<file path="config.mk">
export PLATFORM = sky130hd
export DESIGN_NAME = ack_window_sender_control_top
export DESIGN_NICKNAME = d
export VERILOG_FILES = /design/src/hdl/awsc_pkg.sv /design/src/hdl/awsc_front.sv /design/src/hdl/awsc_cmd_queue.sv /design/src/hdl/awsc_back.sv /design/src/hdl/ack_window_sender_control_top.sv
export SDC_FILE = /design/constraint.sdc
export NUM_CORES = 1
export LEC_CHECK = 0
export BUFFER_PORTS_ARGS = -buffer_cell sky130_fd_sc_hd__buf_2
export CAP_MARGIN = 10
export CORE_MARGIN = 10
export CORE_UTILIZATION = 68
export DETAILED_ROUTE_END_ITERATION = 12
export GPL_TIMING_DRIVEN = 0
export HOLD_SLACK_MARGIN = 0.02
export PLACE_DENSITY_LB_ADDON = 0.12
export SYNTH_ARGS = -nofsm -noshare
export SYNTH_HDL_FRONTEND = slang
export SYNTH_SLANG_ARGS = --single-unit
export TNS_END_PERCENT = 1
</file>
<file path="constraint.sdc">
create_clock -name clock -period 19.5 [get_ports clock]
set_input_delay 3.9 -clock clock [delete_from_list [all_inputs] [get_ports clock]]
set_output_delay 3.9 -clock clock [all_outputs]
set_load 0.01 [all_outputs]
</file>
<file path="src/hdl/awsc_pkg.sv">
// types and constants shared by the ack window sender control block
// no dependencies
package awsc_pkg;

   localparam int WIN_W      = 7;
   localparam int ID_W       = 16;
   localparam int MODE_W     = 2;
   localparam int KIND_W     = 2;
   localparam int SLOT_COUNT = 64;
   localparam int SLOT_IDX_W = 6;

   localparam logic [MODE_W-1:0] MODE_DATA    = 2'd0;
   localparam logic [MODE_W-1:0] MODE_EOF     = 2'd1;
   localparam logic [MODE_W-1:0] MODE_ACK     = 2'd2;
   localparam logic [MODE_W-1:0] MODE_TIMEOUT = 2'd3;

   localparam logic [KIND_W-1:0] KIND_XMIT  = 2'd0;
   localparam logic [KIND_W-1:0] KIND_ROUND = 2'd1;
   localparam logic [KIND_W-1:0] KIND_DONE  = 2'd2;

   // burst: walk the slots and transmit the unacked ones; else one result word
   typedef struct packed {
      logic                  burst;
      logic [KIND_W-1:0]     kind;
      logic [ID_W-1:0]       base;
      logic [WIN_W-1:0]      window;
      logic                  lost;
      logic [WIN_W-1:0]      count;
      logic [SLOT_COUNT-1:0] marks;
   } cmd_type;

endpackage

</file>
<file path="src/hdl/awsc_front.sv">
// front end: accepts events, keeps the round state and ack marks, issues commands
// depends on awsc_pkg
module awsc_front #(
   parameter int MAX_WINDOW = 64
) (
   input  logic                         clock,
   input  logic                         reset,
   input  logic                         push,
   output logic                         full,
   input  logic [awsc_pkg::MODE_W-1:0] req_mode,
   input  logic [awsc_pkg::ID_W-1:0]   req_ack_id,
   output awsc_pkg::cmd_type            cmd,
   output logic                         cmd_push,
   input  logic                         cmd_full
);
   import awsc_pkg::*;

   localparam int IDX_W = (MAX_WINDOW > 1) ? $clog2(MAX_WINDOW) : 1;
   localparam logic [WIN_W:0] MAX_WIN = (WIN_W+1)'(MAX_WINDOW);

   logic [WIN_W-1:0]      window_ff, window_in;
   logic [ID_W-1:0]       next_id_ff, next_id_in;
   logic [ID_W-1:0]       base_ff, base_in;
   logic [WIN_W-1:0]      filled_ff, filled_in;
   logic [MAX_WINDOW-1:0] marks_ff, marks_in;
   logic [WIN_W-1:0]      acks_ff, acks_in;
   logic                  loss_ff, loss_in;
   logic                  closing_ff, closing_in;

   logic                  accept;
   logic                  sending;
   logic [WIN_W-1:0]      fill_next;
   logic [WIN_W-1:0]      acks_next;
   logic [ID_W-1:0]       off;
   logic                  off_hit;
   logic                  mark_at;
   logic [WIN_W:0]        dbl;
   logic [WIN_W-1:0]      win_grow;
   logic [WIN_W-1:0]      win_new;

   assign full      = cmd_full;
   assign accept    = push & ~cmd_full;
   assign sending   = (filled_ff == window_ff);
   assign fill_next = filled_ff + 1'b1;
   assign acks_next = acks_ff + 1'b1;
   assign off       = req_ack_id - base_ff;
   assign off_hit   = (off < {{(ID_W-WIN_W){1'b0}}, window_ff});
   assign mark_at   = off_hit ? marks_ff[off[IDX_W-1:0]] : 1'b1;
   assign dbl       = {window_ff, 1'b0};
   assign win_grow  = (dbl > MAX_WIN) ? MAX_WIN[WIN_W-1:0] : dbl[WIN_W-1:0];

   always_comb begin
      window_in  = window_ff;
      next_id_in = next_id_ff;
      base_in    = base_ff;
      filled_in  = filled_ff;
      marks_in   = marks_ff;
      acks_in    = acks_ff;
      loss_in    = loss_ff;
      closing_in = closing_ff;
      cmd_push   = 1'b0;
      cmd        = '0;
      win_new    = window_ff;
      if (accept) begin
         case (req_mode)
            MODE_DATA, MODE_EOF: begin
               if (!sending) begin
                  filled_in  = fill_next;
                  next_id_in = next_id_ff + 1'b1;
                  if (req_mode == MODE_EOF) begin
                     closing_in = 1'b1;
                     win_new    = fill_next;
                     window_in  = fill_next;
                  end
                  if (fill_next == win_new) begin
                     cmd_push     = 1'b1;
                     cmd.burst    = 1'b1;
                     cmd.kind     = KIND_XMIT;
                     cmd.base     = base_ff;
                     cmd.window   = win_new;
                     cmd.lost     = loss_ff;
                     cmd.count    = win_new - acks_ff;
                     cmd.marks    = SLOT_COUNT'(marks_ff);
                  end
               end
            end
            MODE_ACK: begin
               if (sending && off_hit && !mark_at) begin
                  marks_in[off[IDX_W-1:0]] = 1'b1;
                  acks_in = acks_next;
                  if (acks_next == window_ff) begin
                     cmd_push  = 1'b1;
                     cmd.burst = 1'b0;
                     filled_in = '0;
                     marks_in  = '0;
                     acks_in   = '0;
                     loss_in   = 1'b0;
                     if (closing_ff) begin
                        window_in  = WIN_W'(1);
                        next_id_in = '0;
                        base_in    = '0;
                        closing_in = 1'b0;
                        cmd.kind   = KIND_DONE;
                        cmd.window = WIN_W'(1);
                        cmd.lost   = 1'b0;
                     end else begin
                        if (loss_ff) begin
                           win_new = WIN_W'(1);
                        end else if ({1'b0, window_ff} < MAX_WIN) begin
                           win_new = win_grow;
                        end
                        window_in  = win_new;
                        base_in    = next_id_ff;
                        cmd.kind   = KIND_ROUND;
                        cmd.window = win_new;
                        cmd.lost   = loss_ff;
                     end
                  end
               end
            end
            MODE_TIMEOUT: begin
               if (sending) begin
                  loss_in    = 1'b1;
                  cmd_push   = 1'b1;
                  cmd.burst  = 1'b1;
                  cmd.kind   = KIND_XMIT;
                  cmd.base   = base_ff;
                  cmd.window = window_ff;
                  cmd.lost   = 1'b1;
                  cmd.count  = window_ff - acks_ff;
                  cmd.marks  = SLOT_COUNT'(marks_ff);
               end
            end
            default: begin
               cmd_push = 1'b0;
            end
         endcase
      end
   end

   always_ff @(posedge clock) begin
      if (reset) begin
         window_ff  <= WIN_W'(1);
         next_id_ff <= '0;
         base_ff    <= '0;
         filled_ff  <= '0;
         marks_ff   <= '0;
         acks_ff    <= '0;
         loss_ff    <= 1'b0;
         closing_ff <= 1'b0;
      end else begin
         window_ff  <= window_in;
         next_id_ff <= next_id_in;
         base_ff    <= base_in;
         filled_ff  <= filled_in;
         marks_ff   <= marks_in;
         acks_ff    <= acks_in;
         loss_ff    <= loss_in;
         closing_ff <= closing_in;
      end
   end

`ifndef SYNTHESIS
   a_fill_bound: assert property (@(posedge clock) disable iff (reset)
      (filled_ff <= window_ff) && (acks_ff <= window_ff))
      else $error("fill or ack count above window");
   a_win_range: assert property (@(posedge clock) disable iff (reset)
      (window_ff != '0) && ({1'b0, window_ff} <= MAX_WIN))
      else $error("window out of range");
   a_round_clear: assert property (@(posedge clock) disable iff (reset)
      (accept && (req_mode == MODE_ACK) && cmd_push) |=> (acks_ff == '0) && (filled_ff == '0))
      else $error("round state not cleared after completion");
`endif

endmodule

</file>
<file path="src/hdl/awsc_cmd_queue.sv">
// two-entry command queue between front end and back end
// depends on awsc_pkg
module awsc_cmd_queue (
   input  logic              clock,
   input  logic              reset,
   input  awsc_pkg::cmd_type wr_cmd,
   input  logic              wr_push,
   output logic              wr_full,
   output awsc_pkg::cmd_type rd_cmd,
   output logic              rd_valid,
   input  logic              rd_pop
);
   import awsc_pkg::*;

   cmd_type    q_ff [2];
   logic       wr_ptr_ff, wr_ptr_in;
   logic       rd_ptr_ff, rd_ptr_in;
   logic [1:0] cnt_ff, cnt_in;
   logic       do_wr;
   logic       do_rd;

   assign wr_full  = (cnt_ff == 2'd2);
   assign rd_valid = (cnt_ff != 2'd0);
   assign rd_cmd   = q_ff[rd_ptr_ff];
   assign do_wr    = wr_push & ~wr_full;
   assign do_rd    = rd_pop & rd_valid;

   always_comb begin
      wr_ptr_in = wr_ptr_ff ^ do_wr;
      rd_ptr_in = rd_ptr_ff ^ do_rd;
      cnt_in    = cnt_ff + {1'b0, do_wr} - {1'b0, do_rd};
   end

   always_ff @(posedge clock) begin
      if (do_wr) begin
         q_ff[wr_ptr_ff] <= wr_cmd;
      end
   end

   always_ff @(posedge clock) begin
      if (reset) begin
         wr_ptr_ff <= 1'b0;
         rd_ptr_ff <= 1'b0;
         cnt_ff    <= 2'd0;
      end else begin
         wr_ptr_ff <= wr_ptr_in;
         rd_ptr_ff <= rd_ptr_in;
         cnt_ff    <= cnt_in;
      end
   end

endmodule

</file>
<file path="src/hdl/awsc_back.sv">
// back end: walks window slots for transmit bursts and drives the result register
// depends on awsc_pkg
module awsc_back (
   input  logic                         clock,
   input  logic                         reset,
   input  awsc_pkg::cmd_type            cmd,
   input  logic                         cmd_valid,
   output logic                         cmd_pop,
   output logic                         empty,
   input  logic                         pop,
   output logic [awsc_pkg::KIND_W-1:0] rsp_kind,
   output logic [awsc_pkg::ID_W-1:0]   rsp_packet_id,
   output logic [awsc_pkg::WIN_W-1:0]  rsp_window_size,
   output logic                         rsp_lost,
   output logic                         rsp_last
);
   import awsc_pkg::*;

   localparam logic ST_IDLE  = 1'b0;
   localparam logic ST_BURST = 1'b1;

   logic                  state_ff, state_in;
   logic [ID_W-1:0]       base_ff, base_in;
   logic [WIN_W-1:0]      win_ff, win_in;
   logic                  lost_ff, lost_in;
   logic [WIN_W-1:0]      count_ff, count_in;
   logic [SLOT_COUNT-1:0] marks_ff, marks_in;
   logic [SLOT_IDX_W-1:0] slot_ff, slot_in;

   logic                  rsp_valid_ff, rsp_valid_in;
   logic [KIND_W-1:0]     kind_ff, kind_in;
   logic [ID_W-1:0]       id_ff, id_in;
   logic [WIN_W-1:0]      wsize_ff, wsize_in;
   logic                  rlost_ff, rlost_in;
   logic                  last_ff, last_in;
   logic                  rsp_load;
   logic                  out_free;

   assign out_free        = ~rsp_valid_ff | pop;
   assign empty           = ~rsp_valid_ff;
   assign rsp_kind        = kind_ff;
   assign rsp_packet_id   = id_ff;
   assign rsp_window_size = wsize_ff;
   assign rsp_lost        = rlost_ff;
   assign rsp_last        = last_ff;

   always_comb begin
      state_in = state_ff;
      base_in  = base_ff;
      win_in   = win_ff;
      lost_in  = lost_ff;
      count_in = count_ff;
      marks_in = marks_ff;
      slot_in  = slot_ff;
      kind_in  = kind_ff;
      id_in    = id_ff;
      wsize_in = wsize_ff;
      rlost_in = rlost_ff;
      last_in  = last_ff;
      rsp_load = 1'b0;
      cmd_pop  = 1'b0;
      case (state_ff)
         ST_IDLE: begin
            if (cmd_valid) begin
               if (cmd.burst) begin
                  cmd_pop  = 1'b1;
                  base_in  = cmd.base;
                  win_in   = cmd.window;
                  lost_in  = cmd.lost;
                  count_in = cmd.count;
                  marks_in = cmd.marks;
                  slot_in  = '0;
                  state_in = ST_BURST;
               end else if (out_free) begin
                  cmd_pop  = 1'b1;
                  rsp_load = 1'b1;
                  kind_in  = cmd.kind;
                  id_in    = '0;
                  wsize_in = cmd.window;
                  rlost_in = cmd.lost;
                  last_in  = 1'b1;
               end
            end
         end
         ST_BURST: begin
            if (marks_ff[slot_ff]) begin
               slot_in = slot_ff + 1'b1;
            end else if (out_free) begin
               rsp_load = 1'b1;
               kind_in  = KIND_XMIT;
               id_in    = base_ff + {{(ID_W-SLOT_IDX_W){1'b0}}, slot_ff};
               wsize_in = win_ff;
               rlost_in = lost_ff;
               last_in  = (count_ff == WIN_W'(1));
               count_in = count_ff - 1'b1;
               slot_in  = slot_ff + 1'b1;
               if (count_ff == WIN_W'(1)) begin
                  state_in = ST_IDLE;
               end
            end
         end
         default: begin
            state_in = ST_IDLE;
         end
      endcase
      if (rsp_load) begin
         rsp_valid_in = 1'b1;
      end else if (pop) begin
         rsp_valid_in = 1'b0;
      end else begin
         rsp_valid_in = rsp_valid_ff;
      end
   end

   always_ff @(posedge clock) begin
      base_ff  <= base_in;
      win_ff   <= win_in;
      lost_ff  <= lost_in;
      marks_ff <= marks_in;
      slot_ff  <= slot_in;
      kind_ff  <= kind_in;
      id_ff    <= id_in;
      wsize_ff <= wsize_in;
      rlost_ff <= rlost_in;
      last_ff  <= last_in;
   end

   always_ff @(posedge clock) begin
      if (reset) begin
         state_ff     <= ST_IDLE;
         count_ff     <= '0;
         rsp_valid_ff <= 1'b0;
      end else begin
         state_ff     <= state_in;
         count_ff     <= count_in;
         rsp_valid_ff <= rsp_valid_in;
      end
   end

`ifndef SYNTHESIS
   a_burst_count: assert property (@(posedge clock) disable iff (reset)
      (state_ff == ST_BURST) |-> (count_ff != '0))
      else $error("burst running with nothing left to send");
   a_burst_end: assert property (@(posedge clock) disable iff (reset)
      (rsp_load && last_in && (state_ff == ST_BURST)) |=> (state_ff == ST_IDLE))
      else $error("burst did not end on its last word");
`endif

endmodule

</file>
<file path="src/hdl/ack_window_sender_control_top.sv">
// path: a round or done word goes through the command queue, then the result register; the
//   first word of a transmit burst through the queue, the burst registers and the slot walk
// throughput: one event a cycle while the two-entry command queue has room; a transmit
//   burst is loaded, then walks at most 64 window slots, held while the result word waits
// reset: synchronous, active high; window 1, ids and counts 0, ack marks cleared at once
// top level: front end, command queue, back end; depends on awsc_pkg
module ack_window_sender_control_top #(
   parameter int MAX_WINDOW = 64
) (
   input  logic                         clock,
   input  logic                         reset,
   input  logic                         push,
   output logic                         full,
   input  logic [awsc_pkg::MODE_W-1:0] req_mode,
   input  logic [awsc_pkg::ID_W-1:0]   req_ack_id,
   output logic                         empty,
   input  logic                         pop,
   output logic [awsc_pkg::KIND_W-1:0] rsp_kind,
   output logic [awsc_pkg::ID_W-1:0]   rsp_packet_id,
   output logic [awsc_pkg::WIN_W-1:0]  rsp_window_size,
   output logic                         rsp_lost,
   output logic                         rsp_last
);
   import awsc_pkg::*;

   cmd_type wr_cmd;
   logic    wr_push;
   logic    wr_full;
   cmd_type rd_cmd;
   logic    rd_valid;
   logic    rd_pop;

   awsc_front #(
      .MAX_WINDOW (MAX_WINDOW)
   ) u_front (
      .clock      (clock),
      .reset      (reset),
      .push       (push),
      .full       (full),
      .req_mode   (req_mode),
      .req_ack_id (req_ack_id),
      .cmd        (wr_cmd),
      .cmd_push   (wr_push),
      .cmd_full   (wr_full)
   );

   awsc_cmd_queue u_queue (
      .clock    (clock),
      .reset    (reset),
      .wr_cmd   (wr_cmd),
      .wr_push  (wr_push),
      .wr_full  (wr_full),
      .rd_cmd   (rd_cmd),
      .rd_valid (rd_valid),
      .rd_pop   (rd_pop)
   );

   awsc_back u_back (
      .clock           (clock),
      .reset           (reset),
      .cmd             (rd_cmd),
      .cmd_valid       (rd_valid),
      .cmd_pop         (rd_pop),
      .empty           (empty),
      .pop             (pop),
      .rsp_kind        (rsp_kind),
      .rsp_packet_id   (rsp_packet_id),
      .rsp_window_size (rsp_window_size),
      .rsp_lost        (rsp_lost),
      .rsp_last        (rsp_last)
   );

endmodule

</file>
======== Yosys cells after proc, flatten, opt, wreduce, memory -nomap -nowiden ========
Memories as Yosys holds them, arrays and structs flattened. A register that Yosys moved wholly into a read port is not among the register bits.
Cells that the tools add are included.
cells by class
  add/sub/neg operators ................... 11
  multipliers ............................. 0
  div/mod/pow operators ................... 0
  order comparisons ....................... 6
  equality and inequality tests ........... 20
  shifts and indexed selects .............. 0
  multiplexer cells ....................... 116
  bitwise logic cells ..................... 10
  reduce and logical (&&, ||, !) cells .... 19
operators with widths
  cell                                                                           count
  98-bit 2-to-1 mux                                                              4
  7-bit 2-to-1 mux                                                               23
  16-bit 2-to-1 mux                                                              9
  71-bit case mux with 2 select lines                                            1
  16-bit case mux with 2 select lines                                            3
  64-bit 2-to-1 mux                                                              1
  64-bit OR                                                                      1
  7-bit case mux with 2 select lines                                             4
  1-bit 2-to-1 mux                                                               42
  6-bit 2-to-1 mux                                                               4
  8-bit 2-to-1 mux                                                               3
  8-bit case mux with 3 select lines                                             1
  7-bit equality test                                                            3
  16-bit by 1-bit adder with 16-bit output (second input constant)               1
  16-bit by 6-bit adder with 16-bit output                                       1
  16-bit by 7-bit less-than comparator with 1-bit output                         1
  16-bit subtractor                                                              1
  5-bit AND reduction                                                            3
  7-bit by 1-bit adder with 7-bit output (second input constant)                 2
  6-bit by 7-bit less-than comparator with 1-bit output (second input constant)  2
  2-bit 2-to-1 mux                                                               7
  7-bit subtractor                                                               2
  1-bit binary-select mux with 6-bit select                                      2
  2-bit inequality test (second input constant)                                  6
  other kinds (31)                                                               55
word-level totals
  flip-flop bits (word level) ............. 253
  bits in latches ......................... 0
  memory bits (writable) .................. 196
  memory bits (read-only) ................. 0
  bits of input ports ..................... 22
  logic and storage cells ................. 207
  memories kept ........................... 1
memory list
  memory        depth  bits a word  rd ports  clocked after Yosys merged registers in  wr ports  RTL line              RTL
  u_queue.q_ff  2      98           1         1                                        1         awsc_cmd_queue.sv:15  cmd_type q_ff [2];

======== Longest topological paths before layout ========
  depth after elaboration ................. 13
  gate-level depth with buffers ........... 21
  depth with buffers taken out ............ 19

======== Hierarchy ========
A second synthesis with hierarchy kept.
second synthesis, totals
  cell total of the unflattened synthesis .. 1821
  area, all modules ....................... 21554.4 sq um
by module, submodules not included
  module          instances  cells each  area an instance (sq um)
  awsc_front      1          1156        8717.1
  awsc_cmd_queue  1          328         7342.0
  awsc_back       1          337         5495.3

======== Worst setup path before layout ========
No wires, ideal clock.
  path kind ............................... input-to-reg
  from .................................... in req_ack_id[0] in the netlist's numbering
  to ...................................... mem u_queue.q_ff[0][0] in the netlist's numbering (enable)
  library setup time ...................... 0.468 ns
  arrival time ............................ 9.508 ns
  data required time ...................... 19.032 ns
  setup slack ............................. 9.524 ns
  stages on the path ...................... 16
  cells stage by stage .................... inv_1 > ha_1 > inv_1 > fa_1 > buf_2 > buf_2 > mux4_2 > mux2i_1 > mux2i_1 > a2111oi_4 > and4_1 > buf_2 > buf_4 > a41oi_1 > nor3_1 > ha_1
on the way
  longest elaborated chain between the ends .. 12
  elaborated cells on any way between the ends .. 14
  classes of those cells .................. 1 x add/sub; 1 x order compare; 8 x mux; 1 x bitwise; 3 x reduce/logical
ends and longest elaborated chain
  element                                    RTL line                             RTL
  start: declaration                         ack_window_sender_control_top.sv:15  input logic [awsc_pkg::ID_W-1:0] req_ack_id,
  16-bit subtractor *                        awsc_front.sv:46                     assign off = req_ack_id - base_ff;
  1-bit binary-select mux with 6-bit select  awsc_front.sv:48                     assign mark_at = off_hit ? marks_ff[off[IDX_W-1:0]] : 1'b1;
  1-bit 2-to-1 mux (not written as such)     awsc_front.sv:48
  1-bit 2-to-1 mux                           awsc_front.sv:48
  1-bit logical NOT                          awsc_front.sv:88                     if (sending && off_hit && !mark_at) begin
  1-bit logical AND *                        awsc_front.sv:88
  1-bit 2-to-1 mux *                         awsc_front.sv:88
  1-bit case mux with 3 select lines *       awsc_front.sv:65                     case (req_mode)
  1-bit 2-to-1 mux *                         awsc_front.sv:64                     if (accept) begin
  1-bit bitwise AND *                        awsc_cmd_queue.sv:25                 assign do_wr = wr_push & ~wr_full;
  1-bit 2-to-1 mux *                         awsc_cmd_queue.sv:35                 if (do_wr) begin
  1-bit 2-to-1 mux (not written as such) *   awsc_cmd_queue.sv:36                 q_ff[wr_ptr_ff] <= wr_cmd;
  end: declaration                           awsc_cmd_queue.sv:15
Mark *: on every way between the ends. The rest lies on a longest branch, timed or not. The select of a mux whose other input is x is not followed.

======== Final worst setup path ========
  from .................................... in req_ack_id[0] in the netlist's numbering
  to ...................................... mem u_queue.q_ff[1][4] in the netlist's numbering (enable)
The elaborated chain is that of the path after synthesis.

==> run metrics <==
outcome=finished, final reports clean; CTS resizes=0; WP buf/inv=9; antenna cells=0; Via-to-Cell Ratio=6.48; DRC violations left=0; crit path launch type=primary input; async set or reset register ratio after synthesis=0%; first-pass GRT wire length=83900 microns; Antenna Violating Nets Remaining=0; core area=30700 sq um; setup TNS=0 ns; CTS clk-pin slew, worst paths=0.06 ns; Total GRT Usage=27.6%; Starting DRT DRC Count=1505; PD cells=120 nW/um^2; Root Driver=clkbuf_16; area fraction of the dominant cell type after synthesis=44.7%; CTS tree=done; DP Wirelength=37700 microns; Arr. time, crit path=10.27 ns; P&R area growth vs syn=11.5%; post-synthesis sequential element count=449; leakage=7.98 nW; Hold Slack=0.464 ns; CP Class=in2reg; starting density of the core=69.3%; die width=197 microns; CP required=19.73 ns; Buffers on Ports=50; Post-Syn Area=21300 sq um; Peak VDD IR=86.2 uV; worst slack at placement=9.12 ns; Max-cap violations=0; Chip Height=197 microns; post-CTS setup buffers=0; final instance area=23800 sq um; CP endpoint kind=flop; RSZ-0062 raised after global routing=no; Clock Skew=0.0243 ns; # IOs=51; main area contributors after synthesis=edfxtp_1, dfxtp_1, mux2_2, a21oi_1, mux4_2; CP peak stage delay=0.94 ns; Post-synth EDFFs=317; Cell Area, Placed=22200 sq um; initial antenna violation count=0; drt pass-1 iters=6; row count=64; average cell area after synthesis=11.8 sq um; vias in the first global route=14800; slew margin rel.=17.0%; DIE AREA=38800 sq um; Routed Wire Length=54400 microns; final setup vio count=0; hold buffer count at CTS=0; critical path cell sequence=buf_2 > inv_1 > ha_1 > inv_1 > fa_1 > buf_2 > buf_2 > buf_1 > nand2b_1 > a211oi_1 > a2111oi_0 > o21ai_0 > and4_1 > buf_2 > buf_4 > a41oi_1 > nor3_1 > ha_4 > buf_12; post-synthesis sequential area ratio=57.1%; syn nets=1875; Top delay family on crit path=buffers and inverters; Fin. Hold Viols=0; vias after detailed routing=15100; fraction of layout cells with a size suffix above 1=17.1%; setup ws final=9.47 ns; Routability Congestion=0.942; CTS Buf Count=45; most used cell, CP=buf_2; synth unique cells=84; nets@finish=1978; Synth area leader=edfxtp_1; max-slew violations=0; clk_lat worst skew=0.55 ns; Worst Hold Class=reg2reg; achievable frequency=99.7 MHz; Synthesis Warnings=0; CP max-delay cell=nor3_1; ys flop type=edfxtp_1; routed wire length per instance=23.3 microns; Least-Margin Pin Slew=1.23 ns; flop2flop setup slack=12.62 ns; fin crit share=51.5%; largest net degree at the start of global routing=60; clk buf depth=3; total grt overflow=0; Post-Syn Instances=1800; # clock sinks=449; CP Max Fanout=59; Final min period=10.03 ns; H-tree depth=2
layout by cell type, fill, tap and decap left out, drive strengths merged, types with 9 or more instances in the layout:
master    n
ha       49
nor4     16
a31o      9
buf     104
a211oi   23
xor2     29
or3      10
inv     128
nand2b   20
mux2     98
dfxtp   132
nand4b   13
mux2i    26
nor2b    19
nand4    57
nand2    74
o21ai    59
and3     13
mux4     30
nor3     31
xnor2    27
a21oi   154
and2     86
nor2     93
a21o     10
a22oi    16
clkbuf  119
nand3    51
clkinv   12
edfxtp  317
final timing paths:
| path | cells after the start | start | to |
|---|---|---|---|
| max reg2reg | 17 | u_front.base_ff[0] | u_queue.q_ff[1][4] |
| min reg2reg | 2 | u_front.marks_ff[53] | u_front.marks_ff[53] |
| min | 2 | u_front.marks_ff[53] | u_front.marks_ff[53] |
| max | 19 | req_ack_id[0] | u_queue.q_ff[1][4] |
cell families after synthesis:
kind of cell	synth area share, %
and+or+nand+nor	12.9
DFF	57.1
AOI/OAI and AO/OA	10.2
buffers and inverters	4.45
muxes	9.57
xor gates and xnor gates	2.55
adders and majority gates	3.25
synth_stat cells (30+ instances only):
cell type and number:
nand2_1 74, mux4_2 30, nor3_1 31, mux2_2 98
edfxtp_1 317, buf_2 35, nand3_1 51, inv_1 121
and2_1 86, clkbuf_1 65, nand4_1 56, ha_1 49
dfxtp_1 132, o21ai_0 56, a21oi_1 153, nor2_1 92
through the flow:
| step | total power (W) | cells | util, % |
|---|---|---|---|
| after floorplan | 0.00171 | 1800 | - |
| after global placement | 0.00192 | 2246 | 71.7 |
| after detailed placement | 0.00194 | 2252 | 72.2 |
| after CTS | 0.00284 | 2335 | 77.3 |
| after global routing | 0.00295 | 2335 | 77.3 |
| final | 0.00284 | 2335 | 77.3 |
layer usage:
layer	global-route usage [%]	vias up	wire length, microns
li1	-	6855	-
met1	38.8	7418	23200
met2	43.7	730	25000
met3	4.70	129	4630
met4	7.86	0	1500
met5	0	-	0
registers in the layout (all words and copies together) (netlist names), 2 cells and up:
register                cells
u_back.base_ff             16
u_back.count_ff             7
u_back.marks_ff            64
u_back.rsp_kind             2
u_back.rsp_packet_id       16
u_back.rsp_window_size      7
u_back.slot_ff              6
u_back.win_ff               7
u_front.acks_ff             7
u_front.base_ff            16
u_front.filled_ff           7
u_front.marks_ff           64
u_front.next_id_ff         16
u_front.window_ff           7
u_queue.cnt_ff              2
u_queue.q_ff              196
worst register-to-register path: cells and delay by family (launching register included):
kind                       cells  cell delay [ns]
DFF                            1             0.40
AOI/OAI and AO/OA              4             1.06
and+or+nand+nor                3             1.51
adders and majority gates      3             1.73
buffers and inverters          7             1.84
where the power goes:
| group | internal (W) | total [W] | switching [W] |
|---|---|---|---|
| combinational | 0.000269 | 0.000691 | 0.000423 |
| sequential | 0.00119 | 0.00124 | 0.0000527 |
| clock | 0.000533 | 0.000906 | 0.000373 |
| total | 0.00199 | 0.00284 | 0.000848 |
cell type report:
type	count	area (sq um)
plain buffers	113	483
clock buffers	54	1230
clock inverters	29	323
fillers	1924	6990
inverters	124	465
multi-input cells	1114	8250
flip-flops and latches	449	12200
well taps	396	495
repair buffers	56	355
Note: power is estimated with default switching activity, not from simulation.
